**src/hdl/eiep_pkg.sv**
```systemverilog
// ----------------------------------------------------------------------------
// eiep_pkg
// Types and constants shared by the external interrupt edge-pending unit:
// request/response payload structs, operation codes and register indexes.
// ----------------------------------------------------------------------------
package eiep_pkg;

	// Width of every per-line bit vector on the bus side
	localparam int unsigned FIELD_W = 23;
	localparam int unsigned OP_W    = 3;
	localparam int unsigned LINE_W  = 5;

	// APB-side widths
	localparam int unsigned APB_DATA_W = 32;
	localparam int unsigned APB_ADDR_W = 4;

	// Operation codes; codes 5..7 are no-ops
	typedef enum logic [OP_W-1:0] {
		OP_EVENT    = 3'd0,
		OP_WR_SOFT  = 3'd1,
		OP_WR_CLEAR = 3'd2,
		OP_RD_PEND  = 3'd3,
		OP_RD_SOFT  = 3'd4
	} op_t;

	// Configuration register indexes (word address); index 3 is unmapped
	typedef enum logic [1:0] {
		REG_MASK_ENABLE    = 2'd0,
		REG_RISING_SELECT  = 2'd1,
		REG_FALLING_SELECT = 2'd2
	} reg_idx_t;

	// Request payload
	typedef struct packed {
		logic [OP_W-1:0]    op;
		logic [LINE_W-1:0]  line;
		logic               level;
		logic [FIELD_W-1:0] write_data;
	} req_t;

	// Response payload
	typedef struct packed {
		logic [FIELD_W-1:0] read_data;
		logic [FIELD_W-1:0] irq_lines;
	} rsp_t;

endpackage

```
**src/hdl/external_interrupt_edge_pending_unit.sv**
```systemverilog
// ----------------------------------------------------------------------------
// external_interrupt_edge_pending_unit
// External interrupt line controller with per-line edge-pending bits.
//
// Each request is either a line event (line index plus new level), a software
// trigger write, a pending-clear write, or a read of the pending or software
// trigger register; every request yields exactly one response carrying the
// read data (zero for non-reads) and the interrupt vector, which equals the
// pending bits after that request. The unit takes one request per cycle while
// the response side keeps up: a request is registered in the input stage, is
// resolved against the pending/trigger state by single-level bitwise logic,
// and lands in the response register. mask_enable, rising_select and
// falling_select are written over APB at byte addresses 0x0, 0x4 and 0x8.
// Lines at or above LINES never pend and read back as zero.
// ----------------------------------------------------------------------------
module external_interrupt_edge_pending_unit #(
	parameter int unsigned LINES = 23
) (
	input  logic                                 clk,
	input  logic                                 arst_n,
	// request channel
	input  logic                                 req_valid,
	output logic                                 req_ready,
	input  eiep_pkg::req_t                       req_data,
	// response channel
	output logic                                 rsp_valid,
	input  logic                                 rsp_ready,
	output eiep_pkg::rsp_t                       rsp_data,
	// configuration port
	input  logic                                 psel,
	input  logic                                 penable,
	input  logic                                 pwrite,
	input  logic [eiep_pkg::APB_ADDR_W-1:0]      paddr,
	input  logic [eiep_pkg::APB_DATA_W-1:0]      pwdata,
	output logic [eiep_pkg::APB_DATA_W-1:0]      prdata,
	output logic                                 pready
);

	import eiep_pkg::*;

	// Bits of lines that exist
	localparam logic [FIELD_W-1:0] LINE_MASK = (LINES >= FIELD_W) ? {FIELD_W{1'b1}} :
		FIELD_W'((64'd1 << LINES) - 64'd1);
	localparam logic [LINE_W:0] LINES_CMP = (LINE_W+1)'(LINES);

	// Configuration registers
	logic [FIELD_W-1:0] mask_enable_q;
	logic [FIELD_W-1:0] rising_select_q;
	logic [FIELD_W-1:0] falling_select_q;

	// Interrupt state
	logic [FIELD_W-1:0] pending_q;
	logic [FIELD_W-1:0] soft_trig_q;

	// Input stage
	logic               req_vld_s1;
	req_t               req_s1;

	// Response register
	logic               rsp_vld_q;
	rsp_t               rsp_q;

	logic               rsp_load;
	logic               advance;
	logic               cfg_wr;
	reg_idx_t           cfg_idx;

	logic [FIELD_W-1:0] wdata_m;
	logic [FIELD_W-1:0] line_bit;
	logic [FIELD_W-1:0] edge_sel;
	logic [FIELD_W-1:0] soft_nxt;
	logic [FIELD_W-1:0] pending_nxt;
	logic [FIELD_W-1:0] soft_trig_nxt;
	logic [FIELD_W-1:0] rdata;

	// APB access
	assign pready  = 1'b1;
	assign cfg_wr  = psel & penable & pwrite;
	assign cfg_idx = reg_idx_t'(paddr[3:2]);

	always_ff @(posedge clk or negedge arst_n) begin
		if (!arst_n) begin
			mask_enable_q    <= '0;
			rising_select_q  <= '0;
			falling_select_q <= '0;
		end else if (cfg_wr) begin
			case (cfg_idx)
				REG_MASK_ENABLE:    mask_enable_q    <= pwdata[FIELD_W-1:0] & LINE_MASK;
				REG_RISING_SELECT:  rising_select_q  <= pwdata[FIELD_W-1:0] & LINE_MASK;
				REG_FALLING_SELECT: falling_select_q <= pwdata[FIELD_W-1:0] & LINE_MASK;
				default: ;
			endcase
		end
	end

	always_comb begin
		case (cfg_idx)
			REG_MASK_ENABLE:    prdata = APB_DATA_W'(mask_enable_q);
			REG_RISING_SELECT:  prdata = APB_DATA_W'(rising_select_q);
			REG_FALLING_SELECT: prdata = APB_DATA_W'(falling_select_q);
			default:            prdata = '0;
		endcase
	end

	// Handshake: response register frees when empty or being taken
	assign rsp_load  = ~rsp_vld_q | rsp_ready;
	assign advance   = req_vld_s1 & rsp_load;
	assign req_ready = ~req_vld_s1 | rsp_load;
	assign rsp_valid = rsp_vld_q;
	assign rsp_data  = rsp_q;

	// Input stage register
	always_ff @(posedge clk or negedge arst_n) begin
		if (!arst_n) begin
			req_vld_s1 <= 1'b0;
		end else if (req_ready) begin
			req_vld_s1 <= req_valid;
		end
	end

	always_ff @(posedge clk) begin
		if (req_valid && req_ready) begin
			req_s1 <= req_data;
		end
	end

	// Request resolution
	always_comb begin
		wdata_m       = req_s1.write_data & LINE_MASK;
		line_bit      = ({1'b0, req_s1.line} < LINES_CMP) ?
			((FIELD_W'(1) << req_s1.line) & LINE_MASK) : '0;
		edge_sel      = req_s1.level ? rising_select_q : falling_select_q;
		soft_nxt      = wdata_m & mask_enable_q;
		pending_nxt   = pending_q;
		soft_trig_nxt = soft_trig_q;
		rdata         = '0;
		case (op_t'(req_s1.op))
			OP_EVENT: begin
				pending_nxt = pending_q | (line_bit & mask_enable_q & edge_sel);
			end
			OP_WR_SOFT: begin
				soft_trig_nxt = soft_nxt;
				pending_nxt   = pending_q | (soft_nxt & ~soft_trig_q);
			end
			OP_WR_CLEAR: begin
				pending_nxt = pending_q & ~wdata_m;
			end
			OP_RD_PEND: begin
				rdata = pending_q;
			end
			OP_RD_SOFT: begin
				rdata = soft_trig_q;
			end
			default: ;
		endcase
	end

	// State and response valid
	always_ff @(posedge clk or negedge arst_n) begin
		if (!arst_n) begin
			pending_q   <= '0;
			soft_trig_q <= '0;
			rsp_vld_q   <= 1'b0;
		end else begin
			if (advance) begin
				pending_q   <= pending_nxt;
				soft_trig_q <= soft_trig_nxt;
			end
			if (rsp_load) begin
				rsp_vld_q <= req_vld_s1;
			end
		end
	end

	// Response payload
	always_ff @(posedge clk) begin
		if (advance) begin
			rsp_q.read_data <= rdata;
			rsp_q.irq_lines <= pending_nxt;
		end
	end

endmodule
```
**config.mk**
```make
export PLATFORM = sky130hd
export DESIGN_NAME = external_interrupt_edge_pending_unit
export DESIGN_NICKNAME = d
export VERILOG_FILES = /design/src/hdl/eiep_pkg.sv /design/src/hdl/external_interrupt_edge_pending_unit.sv
export SDC_FILE = /design/constraint.sdc
export NUM_CORES = 1
export LEC_CHECK = 0
export BUFFER_PORTS_ARGS = -buffer_cell sky130_fd_sc_hd__buf_2
export CORE_UTILIZATION = 55
export DETAILED_ROUTE_END_ITERATION = 10
export PLACE_DENSITY = 0.79
export SETUP_SLACK_MARGIN = 0.3
export SYNTH_ARGS = -nofsm -noshare
export SYNTH_HDL_FRONTEND = slang
export SYNTH_SLANG_ARGS = --single-unit
```
**constraint.sdc**
```tcl
create_clock -name clk -period 2.2 [get_ports clk]
set_input_delay 0.11 -clock clk [delete_from_list [all_inputs] [get_ports clk]]
set_output_delay 0.11 -clock clk [all_outputs]
set_load 0.01 [all_outputs]
```
==> metrics <==
Hold Crit Class input pin to asynchronous set/reset pin; crit path time final between 1.5 and 2 ns; H-Tree Depth 4; WP data arrival 2.22 ns; crit start category register; status finished, final reports clean; fin nets between 1,000 and 1,500; Num CTS Buffers 17; origin of the critical flop-to-flop path req_s1[28]; Longest Clk Path Bufs 2; core area between 15,000 and 20,000 um2; DP Wirelength 14,100 um; slew at the pin closest to its max-slew limit between 0.6 and 0.7 ns; layout cells sized above 1 30.7%; Max VDD drop around 0.62 mV; Final Hold Viols 0; RSZ-0062 raised after global routing yes; final worst slack around 0.24 ns; crit path from req_s1[28]; # fillers about 1,100; commonest non-fill, non-tap cell in the layout buf_2; Die Width roughly 130 um; max cap viols 0; max_slew headroom between 50% and 60%; async set or reset register ratio after synthesis around three fifths; r2r setup slk between 0.2 and 0.25 ns; Die Y 129 um; GRT Util Overall approximately 28%; CTS tree yes; R2R cell count 4; via/cell ratio roughly 6; Synth top area share approximately 33%; drt wl/cell a little under 20 um; reg-to-reg endpoint rsp_data[7]; CP max FO 6; routed via count a little under 7,000; initial antenna violation count 0; IO Pins ~160; setup_tns 0 ns; pre-CTS WS ~0.25 ns; placed cell area approximately 10000 um2; standard-cell rows 46; global-route wire length before repair about 35,000 um; final setup fails 0; CP endpoint kind register; library cells used by synthesis 43; clk sinks just under 200; clk_skew around 0.0080 ns; sequential share of the synthesized area roughly 59%; initial core utilization a little under three fifths; Layout area overhead 24.7%; crit path to rsp_data[7]; antenna viol nets, final 0; final worst path period share around 89%; mapped cell area between 8000 and 9000 um2; IO buf count ~130; Fmax achieved around 510 MHz; # diodes 0; leading post-synthesis cells by cell area dfrtp_1 (33%), edfxtp_1 (26%), mux2_2 (8.7%), mux2i_1 (5.1%), o21ai_0 (3.5%); Yosys top cell by area dfrtp_1; pwr dens ~840 nW/um2; Die ar. ~17,000 um2; crit path kind register to register; most frequent cells in the layout buf_2 (133), dfrtp_1 (117), nand2_1 (80); clock slew at reported path FFs around 0.070 ns; vias in the first global route 6,245; syn_area_per_cell roughly 12 um2; Final Routed Wirelength roughly 23,000 um; Synth warnings 0; Seq cells post-synth between 150 and 200; DRC errors left 0; Finished Cell Area between 10,000 and 15,000 um2; total gr overflow 0; Crit path required time 2.46 ns; Mapped Cells 733; later-pin clock latency in the skew report between 0.4 and 0.5 ns; ys flop type dfrtp_1; max-slew violations 0; Placer Congestion 0.830; largest net degree at the start of global routing 81; DR pass1 iterations 5; Root Driver clkbuf_16; Detailed Route Iter0 Violations ~680; P_leak ~0.0046 uW; EDFF count, synth a little under 80
==> metrics by stage <==
| stage | hold WS [ns] | std cells | total power [uW] | util (%) |
|---|---|---|---|---|
| 6_report | 0.0825 | 1158 | 9330 | 70.2 |
| 5_1_grt | 0.107 | 1158 | 9680 | 70.2 |
| 4_1_cts | 0.0717 | 1152 | 9290 | 69.5 |
| 3_5_place_dp | -0.0138 | 1059 | 6190 | 61.8 |
| 3_3_place_gp | -0.0101 | 1059 | 6130 | 61.8 |
| 2_1_floorplan | -0.186 | 741 | 5590 | - |
==> cell usage after synthesis, types with 14 or more instances <==
master    number
dfrtp_1      117
nand2_1       80
edfxtp_1      78
mux2_2        69
o21ai_0       63
mux2i_1       45
nor2_1        32
nor3_1        30
a22o_1        23
nor3b_1       22
a211oi_1      21
clkbuf_1      21
buf_2         16
nor4_1        16
a21oi_1       15
nand4_1       14
==> cell families after synthesis <==
family / count (synthesis) / share of synthesized area [%]
AND/OR/NAND/NOR: 235 / 14.2
flip-flops: 195 / 59.2
AO/OA/AOI/OAI: 130 / 9.07
multiplexers: 115 / 13.9
buffers and inverters: 56 / 3.55
other: 2 / 0.0843
==> layout make-up <==
cell class	count	area (um2)	area share (%)
sequential	195	5270	47.4
inverter	1	6.26	0.0563
clock inverter	9	62.6	0.563
timing repair buffer	223	1530	13.7
clock buffer	23	522	4.70
multi-input combinational	491	3450	31.1
tap	216	270	2.43
==> what timing repair did <==
| item | CTS | global route |
|---|---|---|
| hold buffers | 58 | 0 |
| pin swaps | 0 | 2 |
| buffers inserted | 3 | 5 |
| endpoints found under the setup margin | 8 | 42 |
| gates cloned | 0 | 1 |
| endpoints found under the hold margin | 219 | 0 |
| gates resized for setup | 4 | 13 |
==> worst max-delay path: stages (launching register included) <==
cell      delay (ns)
edfxtp_1        0.46
or3b_1          0.49
nor4_1          0.44
nor3_1          0.15
a211oi_1        0.24
==> routing by layer <==
layer	global-route usage [%]	wire length (um)
met2	41.4	10600
met3	4.09	1900
met5	0	0
met4	9.76	478
met1	41.8	9690
==> how the worst min path moves through the flow <==
stage | to | slack (ns) | cells past startpoint
after floorplan | falling_select_q[0] | -0.19 | 0
after global placement | pending_q[17] | -0.01 | 1
after detailed placement | soft_trig_q[20] | -0.01 | 1
after CTS | soft_trig_q[0] | 0.07 | 2
after global routing | soft_trig_q[0] | 0.11 | 2
final | soft_trig_q[0] | 0.08 | 2
==> report_power, final <==
part           switching [uW]  leakage, uW  internal, uW
logic                     818      0.00207           731
registers                 450      0.00226          4300
clock network            1340     0.000294          1690
total                    2610      0.00463          6720
==> sequential cells by signal, summed over array words and instances, names as in the netlist <==
signal,count
falling_select_q,23
soft_trig_q,23
wdata_m,23
rsp_valid,1
rsp_data,46
pending_q,23
req_s1,9
rising_select_q,23
mask_enable_q,23
req_vld_s1,1
No activity file was read; power rests on OpenSTA's default activity.
